## src/hw/rtl/motor_frequency_ramp_supervisor_unit_defines.svh

```systemverilog
// Assertion helpers for the ramp supervisor RTL.
`ifndef MOTOR_FREQUENCY_RAMP_SUPERVISOR_UNIT_DEFINES_SVH
`define MOTOR_FREQUENCY_RAMP_SUPERVISOR_UNIT_DEFINES_SVH

// Same-cycle implication, masked while reset is low.
`define MFRS_ASSERT_IMP(name, clk, rst_n, ante, cons, msg) \
    name: assert property (@(posedge clk) disable iff (!rst_n) (ante) |-> (cons)) \
        else $error(msg);

// Next-cycle implication, masked while reset is low.
`define MFRS_ASSERT_NXT(name, clk, rst_n, ante, cons, msg) \
    name: assert property (@(posedge clk) disable iff (!rst_n) (ante) |=> (cons)) \
        else $error(msg);

`endif

```

## src/hw/rtl/mfrs_pkg.sv

```systemverilog
package mfrs_pkg;

    localparam int SPEED_STEPS_DEF = 8;
    localparam int FREQ_W          = 16;
    localparam int MASK_W          = 8;
    localparam int SIDX_W          = 4;
    localparam int SAMPLE_W        = 16;
    localparam int CFG_IDX_W       = 3;
    localparam int CFG_DATA_W      = 16;

    // Emergency source bit that reports limits back to normal
    localparam int SAFETY_SRC_BIT  = 1;

    typedef enum logic [2:0] {
        OP_TICK     = 3'd0,
        OP_START    = 3'd1,
        OP_STOP     = 3'd2,
        OP_ESTOP    = 3'd3,
        OP_RELEASE  = 3'd4,
        OP_SPEED    = 3'd5,
        OP_MEASURE  = 3'd6
    } t_op;

    typedef enum logic [2:0] {
        MODE_IDLE         = 3'd0,
        MODE_RAMPING      = 3'd1,
        MODE_AT_SPEED     = 3'd2,
        MODE_BRAKING      = 3'd3,
        MODE_EMERGENCY    = 3'd4,
        MODE_EMERG_CLEARED = 3'd5
    } t_mode;

    typedef enum logic [1:0] {
        DIR_NONE = 2'd0,
        DIR_UP   = 2'd1,
        DIR_DOWN = 2'd2
    } t_dir;

    typedef enum logic [1:0] {
        EVT_NONE     = 2'd0,
        EVT_EXCEEDED = 2'd1,
        EVT_NORMAL   = 2'd2
    } t_event;

    typedef enum logic [1:0] {
        TMODE_ZERO   = 2'd0,
        TMODE_LINEAR = 2'd1,
        TMODE_QUAD   = 2'd2
    } t_tmode;

    typedef enum logic [CFG_IDX_W-1:0] {
        CFG_ACCEL_STEP   = 3'd0,
        CFG_DECEL_STEP   = 3'd1,
        CFG_VOLT_FLOOR   = 3'd2,
        CFG_CURR_CEILING = 3'd3,
        CFG_FULL_SPEED   = 3'd4,
        CFG_TABLE_MODE   = 3'd5
    } t_cfg_idx;

    typedef struct packed {
        logic [FREQ_W-1:0]   accel_step;
        logic [FREQ_W-1:0]   decel_step;
        logic [SAMPLE_W-1:0] volt_floor;
        logic [SAMPLE_W-1:0] curr_ceiling;
        logic [FREQ_W-1:0]   full_speed;
        logic [FREQ_W-1:0]   full_speed_div;  // full_speed / speed steps
        t_tmode              table_mode;
    } t_cfg;

    typedef struct packed {
        t_op                 op;
        logic [MASK_W-1:0]   signal_mask;
        logic [SIDX_W-1:0]   speed_index;
        logic [SAMPLE_W-1:0] voltage_sample;
        logic [SAMPLE_W-1:0] current_sample;
    } t_item;

    typedef struct packed {
        logic [FREQ_W-1:0] present_frequency;
        logic [FREQ_W-1:0] target_frequency;
        t_mode             mode;
        t_event            safety_event;
        logic              all_released;
        logic              rejected;
    } t_result;

endpackage

```

## src/hw/rtl/mfrs_speed_table.sv

```systemverilog
module mfrs_speed_table
    import mfrs_pkg::*;
#(
    parameter int SPEED_STEPS = SPEED_STEPS_DEF,
    localparam int IDX_W = $clog2(SPEED_STEPS)
) (
    input  t_cfg              i_cfg,
    input  logic [IDX_W-1:0]  i_index,
    output logic [FREQ_W-1:0] o_entry
);

    localparam int DEPTH  = 1 << IDX_W;
    localparam int LMUL_W = $clog2(SPEED_STEPS + 1);
    localparam int QSH    = 32;
    localparam int COEF_W = QSH + 1;
    localparam int QP_W   = FREQ_W + COEF_W + 1;
    localparam int LP_W   = FREQ_W + LMUL_W;

    // Divide by S*S through a reciprocal; the (S-k)^2 factor is folded into
    // per-entry constants and a single rounding half is added to the product.
    localparam logic [63:0] QDIV  = 64'(SPEED_STEPS * SPEED_STEPS);
    localparam logic [63:0] QREC  = ((64'd1 << QSH) + QDIV - 64'd1) / QDIV;
    localparam logic [63:0] QHALF = (QDIV / 64'd2) * QREC;

    logic [COEF_W-1:0] q_coef  [DEPTH];
    logic [LMUL_W-1:0] lin_mul [DEPTH];
    logic [QP_W-1:0]   q_prod;
    logic [QP_W-QSH-1:0] q_val;
    logic [FREQ_W-1:0] q_entry;
    logic [LP_W-1:0]   lin_prod;
    logic [FREQ_W-1:0] lin_entry;

    for (genvar k = 0; k < DEPTH; k++) begin : g_coef
        if (k < SPEED_STEPS) begin : g_used
            assign q_coef[k]  = COEF_W'(64'((SPEED_STEPS - k) * (SPEED_STEPS - k)) * QREC);
            assign lin_mul[k] = LMUL_W'(SPEED_STEPS - k);
        end else begin : g_pad
            assign q_coef[k]  = '0;
            assign lin_mul[k] = '0;
        end
    end

    assign q_prod   = QP_W'(i_cfg.full_speed) * QP_W'(q_coef[i_index]) + QP_W'(QHALF);
    assign q_val    = q_prod[QP_W-1:QSH];
    assign q_entry  = (q_val == '0) ? FREQ_W'(1) : q_val[FREQ_W-1:0];

    assign lin_prod  = LP_W'(i_cfg.full_speed_div) * LP_W'(lin_mul[i_index]);
    assign lin_entry = (i_index == '0) ? i_cfg.full_speed : lin_prod[FREQ_W-1:0];

    always_comb begin
        case (i_cfg.table_mode)
            TMODE_LINEAR: o_entry = lin_entry;
            TMODE_QUAD:   o_entry = q_entry;
            default:      o_entry = '0;
        endcase
    end

endmodule

```

## src/hw/rtl/mfrs_cfg_regs.sv

```systemverilog
module mfrs_cfg_regs
    import mfrs_pkg::*;
#(
    parameter int SPEED_STEPS = SPEED_STEPS_DEF
) (
    input  logic                  i_clk,
    input  logic                  i_rst_n,
    input  logic                  i_cfg_wr_en,
    input  logic [CFG_IDX_W-1:0]  i_cfg_index,
    input  logic [CFG_DATA_W-1:0] i_cfg_data,
    output t_cfg                  o_cfg
);

    // Reciprocal for data / S, exact over the 16-bit range
    localparam int LSH  = 20;
    localparam int LREC = ((1 << LSH) + SPEED_STEPS - 1) / SPEED_STEPS;
    localparam int LP_W = CFG_DATA_W + LSH;

    t_cfg             r_cfg;
    logic [LP_W-1:0]  div_prod;

    assign div_prod = LP_W'(i_cfg_data) * LP_W'(LREC);

    always_ff @(posedge i_clk) begin
        if (!i_rst_n) begin
            r_cfg.accel_step     <= FREQ_W'(1);
            r_cfg.decel_step     <= FREQ_W'(1);
            r_cfg.volt_floor     <= '0;
            r_cfg.curr_ceiling   <= '1;
            r_cfg.full_speed     <= '0;
            r_cfg.full_speed_div <= '0;
            r_cfg.table_mode     <= TMODE_ZERO;
        end else if (i_cfg_wr_en) begin
            unique case (i_cfg_index)
                CFG_ACCEL_STEP:   r_cfg.accel_step   <= i_cfg_data;
                CFG_DECEL_STEP:   r_cfg.decel_step   <= i_cfg_data;
                CFG_VOLT_FLOOR:   r_cfg.volt_floor   <= i_cfg_data;
                CFG_CURR_CEILING: r_cfg.curr_ceiling <= i_cfg_data;
                CFG_FULL_SPEED: begin
                    r_cfg.full_speed     <= i_cfg_data;
                    r_cfg.full_speed_div <= div_prod[LP_W-1:LSH];
                end
                CFG_TABLE_MODE:   r_cfg.table_mode <= t_tmode'(i_cfg_data[1:0]);
                default: ;
            endcase
        end
    end

    assign o_cfg = r_cfg;

endmodule

```

## src/hw/rtl/mfrs_ramp_core.sv

```systemverilog
`include "motor_frequency_ramp_supervisor_unit_defines.svh"

module mfrs_ramp_core
    import mfrs_pkg::*;
#(
    parameter int SPEED_STEPS = SPEED_STEPS_DEF
) (
    input  logic    i_clk,
    input  logic    i_rst_n,
    input  t_cfg    i_cfg,
    input  logic    i_fire,
    input  t_item   i_item,
    input  logic    i_out_stall,
    output logic    o_out_valid,
    output t_result o_result
);

    localparam int IDX_W = $clog2(SPEED_STEPS);

    logic [FREQ_W-1:0] r_now, n_now;
    logic [FREQ_W-1:0] r_goal, n_goal;
    t_mode             r_mode, n_mode;
    t_dir              r_dir, n_dir;
    logic [MASK_W-1:0] r_bits, n_bits;
    logic [IDX_W-1:0]  r_sel, n_sel;
    logic              r_out_valid;
    t_result           r_result, n_result;

    logic [IDX_W-1:0]  tbl_index;
    logic [FREQ_W-1:0] tbl_entry;
    logic [FREQ_W:0]   up_sum;
    logic [FREQ_W:0]   dn_limit;
    logic [FREQ_W-1:0] up_now;
    logic [FREQ_W-1:0] dn_now;
    logic [MASK_W-1:0] rel_bits;
    logic              idx_bad;
    logic              fault;

    assign idx_bad   = {1'b0, i_item.speed_index} >= (SIDX_W + 1)'(SPEED_STEPS);
    assign tbl_index = (i_item.op == OP_SPEED) ? i_item.speed_index[IDX_W-1:0] : r_sel;

    mfrs_speed_table #(
        .SPEED_STEPS (SPEED_STEPS)
    ) u_table (
        .i_cfg   (i_cfg),
        .i_index (tbl_index),
        .o_entry (tbl_entry)
    );

    // One ramp step toward the goal, clamped at the goal
    assign up_sum   = {1'b0, r_now} + {1'b0, i_cfg.accel_step};
    assign dn_limit = {1'b0, r_goal} + {1'b0, i_cfg.decel_step};
    assign up_now   = (r_now == r_goal) ? r_now :
                      (up_sum > {1'b0, r_goal}) ? r_goal : up_sum[FREQ_W-1:0];
    assign dn_now   = (r_now == r_goal) ? r_now :
                      ({1'b0, r_now} < dn_limit) ? r_goal : (r_now - i_cfg.decel_step);

    assign rel_bits = r_bits & ~i_item.signal_mask;
    assign fault    = (i_item.current_sample > i_cfg.curr_ceiling) ||
                      (i_item.voltage_sample < i_cfg.volt_floor);

    // Next state
    always_comb begin
        n_now  = r_now;
        n_goal = r_goal;
        n_mode = r_mode;
        n_dir  = r_dir;
        n_bits = r_bits;
        n_sel  = r_sel;
        unique case (i_item.op)
            OP_TICK: begin
                if (r_dir == DIR_UP) begin
                    n_now = up_now;
                    if (up_now == r_goal) begin
                        n_mode = MODE_AT_SPEED;
                        n_dir  = DIR_NONE;
                    end
                end else if (r_dir == DIR_DOWN) begin
                    n_now = dn_now;
                    if (dn_now == r_goal) begin
                        if (r_mode == MODE_BRAKING) begin
                            n_mode = MODE_IDLE;
                        end else if (r_mode != MODE_EMERGENCY) begin
                            n_mode = MODE_AT_SPEED;
                        end
                        n_dir = DIR_NONE;
                    end
                end
            end
            OP_START: begin
                if (r_mode != MODE_EMERGENCY) begin
                    n_goal = tbl_entry;
                    n_mode = MODE_RAMPING;
                    n_dir  = DIR_UP;
                end
            end
            OP_STOP: begin
                if (r_mode == MODE_EMERG_CLEARED) begin
                    n_mode = MODE_IDLE;
                end else if (r_mode != MODE_EMERGENCY) begin
                    n_goal = '0;
                    n_mode = MODE_BRAKING;
                    n_dir  = DIR_DOWN;
                end
            end
            OP_ESTOP: begin
                n_dir  = DIR_NONE;
                n_goal = '0;
                n_now  = '0;
                n_mode = MODE_EMERGENCY;
                n_bits = r_bits | i_item.signal_mask;
            end
            OP_RELEASE: begin
                n_bits = rel_bits;
                if (rel_bits == '0) begin
                    n_mode = MODE_EMERG_CLEARED;
                end
            end
            OP_SPEED: begin
                if (!idx_bad && r_mode != MODE_EMERGENCY) begin
                    n_sel  = i_item.speed_index[IDX_W-1:0];
                    n_goal = tbl_entry;
                    if (r_now > tbl_entry) begin
                        n_dir  = DIR_DOWN;
                        n_mode = MODE_RAMPING;
                    end else if (r_now < tbl_entry) begin
                        n_dir  = DIR_UP;
                        n_mode = MODE_RAMPING;
                    end else begin
                        n_dir  = DIR_NONE;
                        n_mode = MODE_AT_SPEED;
                    end
                end
            end
            default: ;
        endcase
    end

    // Result fields
    always_comb begin
        n_result                   = '0;
        n_result.present_frequency = n_now;
        n_result.target_frequency  = n_goal;
        n_result.mode              = n_mode;
        n_result.safety_event      = EVT_NONE;
        unique case (i_item.op)
            OP_RELEASE: n_result.all_released = (rel_bits == '0);
            OP_SPEED:   n_result.rejected     = idx_bad;
            OP_MEASURE: begin
                if (fault) begin
                    if (r_mode != MODE_EMERGENCY) begin
                        n_result.safety_event = EVT_EXCEEDED;
                    end
                end else if (r_mode == MODE_EMERGENCY && r_bits[SAFETY_SRC_BIT]) begin
                    n_result.safety_event = EVT_NORMAL;
                end
            end
            default: ;
        endcase
    end

    always_ff @(posedge i_clk) begin
        if (!i_rst_n) begin
            r_now  <= '0;
            r_goal <= '0;
            r_mode <= MODE_IDLE;
            r_dir  <= DIR_NONE;
            r_bits <= '0;
            r_sel  <= '0;
        end else if (i_fire) begin
            r_now  <= n_now;
            r_goal <= n_goal;
            r_mode <= n_mode;
            r_dir  <= n_dir;
            r_bits <= n_bits;
            r_sel  <= n_sel;
        end
    end

    // Result register: load on fire, drop once taken
    always_ff @(posedge i_clk) begin
        if (!i_rst_n) begin
            r_out_valid <= 1'b0;
        end else if (i_fire) begin
            r_out_valid <= 1'b1;
        end else if (!i_out_stall) begin
            r_out_valid <= 1'b0;
        end
    end

    always_ff @(posedge i_clk) begin
        if (i_fire) begin
            r_result <= n_result;
        end
    end

    assign o_out_valid = r_out_valid;
    assign o_result    = r_result;

    `MFRS_ASSERT_IMP(a_emerg_halted, i_clk, i_rst_n, r_mode == MODE_EMERGENCY,
        r_now == '0 && r_goal == '0 && r_dir == DIR_NONE, "emergency with motion left")
    `MFRS_ASSERT_IMP(a_ramping_has_dir, i_clk, i_rst_n, r_mode == MODE_RAMPING,
        r_dir != DIR_NONE, "ramping without a direction")
    `MFRS_ASSERT_IMP(a_braking_down, i_clk, i_rst_n, r_mode == MODE_BRAKING,
        r_dir == DIR_DOWN, "braking without a down ramp")
    `MFRS_ASSERT_NXT(a_estop_mode, i_clk, i_rst_n,
        i_rst_n && i_fire && i_item.op == OP_ESTOP,
        r_mode == MODE_EMERGENCY && r_out_valid, "emergency stop not taken")

endmodule

```

## src/hw/rtl/motor_frequency_ramp_supervisor_unit.sv

```systemverilog
// Flow: an accepted item is registered in the input register, processed into the
//   result register once the result slot is free, and its result is then offered.
// Throughput: one item per cycle while the output is not stalled; the ramp, table
//   lookup and event logic sit between the input register and the result register.
// Reset: synchronous, active low; clears frequency, goal, mode, emergency bits,
//   selected speed, both valid flags, and loads the configuration defaults.
module motor_frequency_ramp_supervisor_unit
    import mfrs_pkg::*;
#(
    parameter int SPEED_STEPS = SPEED_STEPS_DEF
) (
    input  logic                  i_clk,
    input  logic                  i_rst_n,

    input  logic                  i_cfg_wr_en,
    input  logic [CFG_IDX_W-1:0]  i_cfg_index,
    input  logic [CFG_DATA_W-1:0] i_cfg_data,

    input  logic                  i_in_valid,
    output logic                  o_in_stall,
    input  logic [2:0]            i_operation,
    input  logic [MASK_W-1:0]     i_signal_mask,
    input  logic [SIDX_W-1:0]     i_speed_index,
    input  logic [SAMPLE_W-1:0]   i_voltage_sample,
    input  logic [SAMPLE_W-1:0]   i_current_sample,

    output logic                  o_out_valid,
    input  logic                  i_out_stall,
    output logic [FREQ_W-1:0]     o_present_frequency,
    output logic [FREQ_W-1:0]     o_target_frequency,
    output logic [2:0]            o_mode_code,
    output logic [1:0]            o_safety_event,
    output logic                  o_all_released,
    output logic                  o_rejected
);

    t_cfg    cfg;
    t_item   r_item;
    logic    r_in_valid;
    logic    out_busy;
    logic    fire;
    t_result result;

    mfrs_cfg_regs #(
        .SPEED_STEPS (SPEED_STEPS)
    ) u_cfg (
        .i_clk       (i_clk),
        .i_rst_n     (i_rst_n),
        .i_cfg_wr_en (i_cfg_wr_en),
        .i_cfg_index (i_cfg_index),
        .i_cfg_data  (i_cfg_data),
        .o_cfg       (cfg)
    );

    // Result slot still holds an item that is not taken
    assign out_busy   = o_out_valid && i_out_stall;
    assign fire       = r_in_valid && !out_busy;
    assign o_in_stall = r_in_valid && out_busy;

    always_ff @(posedge i_clk) begin
        if (!i_rst_n) begin
            r_in_valid <= 1'b0;
        end else if (!o_in_stall) begin
            r_in_valid <= i_in_valid;
        end
    end

    always_ff @(posedge i_clk) begin
        if (i_in_valid && !o_in_stall) begin
            r_item.op             <= t_op'(i_operation);
            r_item.signal_mask    <= i_signal_mask;
            r_item.speed_index    <= i_speed_index;
            r_item.voltage_sample <= i_voltage_sample;
            r_item.current_sample <= i_current_sample;
        end
    end

    mfrs_ramp_core #(
        .SPEED_STEPS (SPEED_STEPS)
    ) u_core (
        .i_clk       (i_clk),
        .i_rst_n     (i_rst_n),
        .i_cfg       (cfg),
        .i_fire      (fire),
        .i_item      (r_item),
        .i_out_stall (i_out_stall),
        .o_out_valid (o_out_valid),
        .o_result    (result)
    );

    assign o_present_frequency = result.present_frequency;
    assign o_target_frequency  = result.target_frequency;
    assign o_mode_code         = result.mode;
    assign o_safety_event      = result.safety_event;
    assign o_all_released      = result.all_released;
    assign o_rejected          = result.rejected;

endmodule
```

## config.mk

```make
export PLATFORM = sky130hd
export DESIGN_NAME = motor_frequency_ramp_supervisor_unit
export DESIGN_NICKNAME = d
export VERILOG_FILES = /design/src/hw/rtl/mfrs_pkg.sv /design/src/hw/rtl/mfrs_speed_table.sv /design/src/hw/rtl/mfrs_cfg_regs.sv /design/src/hw/rtl/mfrs_ramp_core.sv /design/src/hw/rtl/motor_frequency_ramp_supervisor_unit.sv
export VERILOG_INCLUDE_DIRS = /design/src /design/src/hw/rtl
export SDC_FILE = /design/constraint.sdc
export NUM_CORES = 1
export LEC_CHECK = 0
export BUFFER_PORTS_ARGS = -buffer_cell sky130_fd_sc_hd__buf_2
export CORE_MARGIN = 2
export CORE_UTILIZATION = 68
export CTS_CLUSTER_DIAMETER = 40
export DETAILED_ROUTE_END_ITERATION = 10
export GPL_TIMING_DRIVEN = 0
export PLACE_DENSITY = 0.88
export SLEW_MARGIN = 20
export SYNTH_ARGS = -nofsm -noshare
export SYNTH_HDL_FRONTEND = slang
export SYNTH_SLANG_ARGS = --single-unit
```

## constraint.sdc

```tcl
create_clock -name i_clk -period 25.4 [get_ports i_clk]
set_clock_uncertainty 0.15 [all_clocks]
set_input_delay 1.27 -clock i_clk [delete_from_list [all_inputs] [get_ports i_clk]]
set_output_delay 1.27 -clock i_clk [all_outputs]
set_load 0.05 [all_outputs]
```

==> results.md <==
- MaxCap Viol Count: 0
- Leakage: 9.83 nW
- Crit start category: register
- Critical path origin: r_item[45]
- Unrepaired setup endpoints after global routing: no
- Crit path top cell by count: fa_1
- Rows: 61
- Setup ws final: 13.71 ns
- Htree depth: 1
- DRC: 0
- Synth top area share: 0.162
- Post CTS Setup Buffer Count: 0
- GRT Util Overall: 0.405
- Internal: 0.000686 W
- Most common cell after layout, fill and taps aside: nand2_1
- Reg power frac: 0.396
- Synth async-reset ratio: 0
- Starting Density: 0.692
- CTS buffer count: 27
- Crit Path Class: reg -> reg
- Max VDD drop: 68.2 uV
- Final hold vios: 0
- Largest area contributor in the netlist: ha_1
- Main synth FF type: dfxtp_1
- Iteration-0 DRC Markers: 1926
- # hold bufs at CTS: 0
- Cells taking the most area after synthesis: ha_1, dfxtp_1, edfxtp_1, fa_1, nand2_1
- Pre-CTS setup slack: 13.80 ns
- Most frequent cells in the layout: nand2_1, ha_1, inv_1
- Vias in the first global route: 17305
- Syn Inst Count: 2243
- R2r startpoint: r_item[45]
- R2R depth: 39
- I/O Pins: 112
- WL/cell: 21.2 um
- Dpl cells: 2733
- Setup TNS: 0 ns
- RR Endpoint: u_core.o_result[5]
- Placed wire-length estimate: 45.5 mm
- Area Growth Syn to Fin: 10.3%
- Diodes inserted: 0
- Synth warn: 0
- Post-Syn Area: 0.0192 mm^2
- PostCTS Resize Cnt: 0
- Status: finished, final reports clean
- DRT Pass-1 Iters: 6
- Final core utilization: 0.763
- CORE AREA: 0.0278 mm^2
- RePlAce Congestion: 0.987
- Clock network power share: 0.384
- Final cell count without fillers: 2783
- NetSw: 0.000308 W
- Clock sinks: 218
- Final setup violation count: 0
- First-pass GRT wire length: 92.5 mm
- # port buffers: 111
- Layout cells sized above 1: 0.0798
- Sw Ratio: 0.310
- Die Span X: 172 um
- WHS: 0.319 ns
- Mapped Avg Cell Area: 8.57 um^2
- Post-DRT Antenna Nets: 0
- Slew margin rel.: 0.304
- Die area: 0.0296 mm^2
- Die Height: 172 um
- Worst EP required: 25.53 ns
- Final worst-path cycle share: 0.460
- Combinational share of power: 0.220
- Post-Syn Nets: 2642
- Worst hold path class: reg -> reg
- Worst-path maximum fanout: 10
- Final #Nets: 2783
- #FFs+latches synth: 218
- Avg Vias per Cell: 6.38
- Clk pin slew, worst setup/hold paths: 0.06 ns
- Crit end category: register
- Max incr delay on CP: 0.75 ns
- Largest net degree at the start of global routing: 49
- FMAX: 85.5 MHz
- TritonCTS clock tree: built
- Number of enable flip-flop cells after synthesis: 86
- Clk Latency, worst-skew pair: 0.55 ns
- Final Slew Violations: 0
- Hold depth: 2
- Global route overflow: 0
- Crit path DAT: 11.82 ns
- Crit-path slowest cell: o311ai_0
- Min Tclk post-route: 11.69 ns
- Worst-margin pin slew: 1.04 ns
- PD cells: 46.9 mW/mm^2
- Vias: 17759
- DRT Wirelength: 59.1 mm
- Reg2reg setup slack: 13.71 ns
- Clock root cell: clkbuf_16
- Clock buffer depth: 3
- Worst Setup EP: u_core.o_result[5]
- Netlist cell types: 80
- Initial antenna violation count: 1
- Sequential fraction of the synthesis area: 0.272
-- final cells by class --
cell class	instances	area [um^2]
multi-input cells	1712	12800
flip-flops and latches	218	5230
clock inverters	12	100
well taps	378	473
inverters	221	830
plain buffers	92	359
clock buffers	38	798
fillers	2009	6600
repair buffers	112	576
-- worst max-delay path, delay by kind of cell (launching register included) --
| kind | cells | cell delay, ns |
|---|---|---|
| muxes | 1 | 0.43 |
| DFF | 1 | 0.39 |
| AOI/OAI and AO/OA | 12 | 3.20 |
| and+or+nand+nor | 11 | 2.69 |
| buffers and inverters | 6 | 1.08 |
| adders and majority gates | 9 | 3.47 |
-- Yosys cell counts (all sizes together), types with 42 or more instances --
cell,number
fa,79
nor2b,50
edfxtp,86
clkbuf,86
a21oi,157
o21ai,114
ha,249
and2,65
nor3,44
xor2,42
dfxtp,132
xnor2,48
nand2,299
nor2,133
inv,220
-- through the flow --
stage	instance area [um^2]	power (W)
2_1_floorplan	19200	0.000544
3_3_place_gp	20200	0.000603
3_5_place_dp	20300	0.000610
4_1_cts	21200	0.000985
5_1_grt	21200	0.00102
6_report	21200	0.000994
-- worst min-delay path by stage --
| stage | from | to | slack [ns] |
|---|---|---|---|
| global route | u_cfg.o_cfg[55] | u_cfg.o_cfg[55] | 0.33 |
| floorplan | u_cfg.o_cfg[51] | u_cfg.o_cfg[51] | 0.29 |
| finish | u_cfg.o_cfg[63] | u_cfg.o_cfg[63] | 0.32 |
| global placement | u_cfg.o_cfg[62] | u_cfg.o_cfg[62] | 0.29 |
| detailed placement | u_cfg.o_cfg[61] | u_cfg.o_cfg[61] | 0.30 |
| CTS | u_cfg.o_cfg[63] | u_cfg.o_cfg[63] | 0.31 |
-- per-layer routing --
layer / wire (um) / global-route usage / vias to the layer above
met5: 12 / 0 / -
met4: 2770 / 0.175 / 2
met3: 6800 / 0.0851 / 213
met2: 25300 / 0.620 / 1061
met1: 24200 / 0.556 / 8349
li1: - / - / 8134
-- sequential cells by signal, summed over array words and instances (netlist names), named ones only --
register and cells:
u_cfg.o_cfg 82, r_item 47, u_core.o_result 39, u_core.r_goal 16
u_core.r_now 16, u_core.r_mode 3, u_core.r_sel 3, u_core.r_dir 2
r_in_valid 1, u_core.o_out_valid 1
-- power by group through the flow --
stage                     sequential [W]  combinational (W)  clock [W]
after floorplan                 0.000402           0.000141          0
after global placement          0.000400           0.000204          0
after detailed placement        0.000400           0.000210          0
after CTS                       0.000393           0.000212   0.000380
after global routing            0.000394           0.000236   0.000395
final                           0.000394           0.000219   0.000382
-- cell families after synthesis --
family / share of synthesized area
simple gates: 0.176
compound gates: 0.182
mux: 0.0208
buf+inv: 0.0617
flops: 0.272
fa+ha+maj: 0.244
xor+xnor: 0.0434
Note: power is estimated with default switching activity, not from simulation.
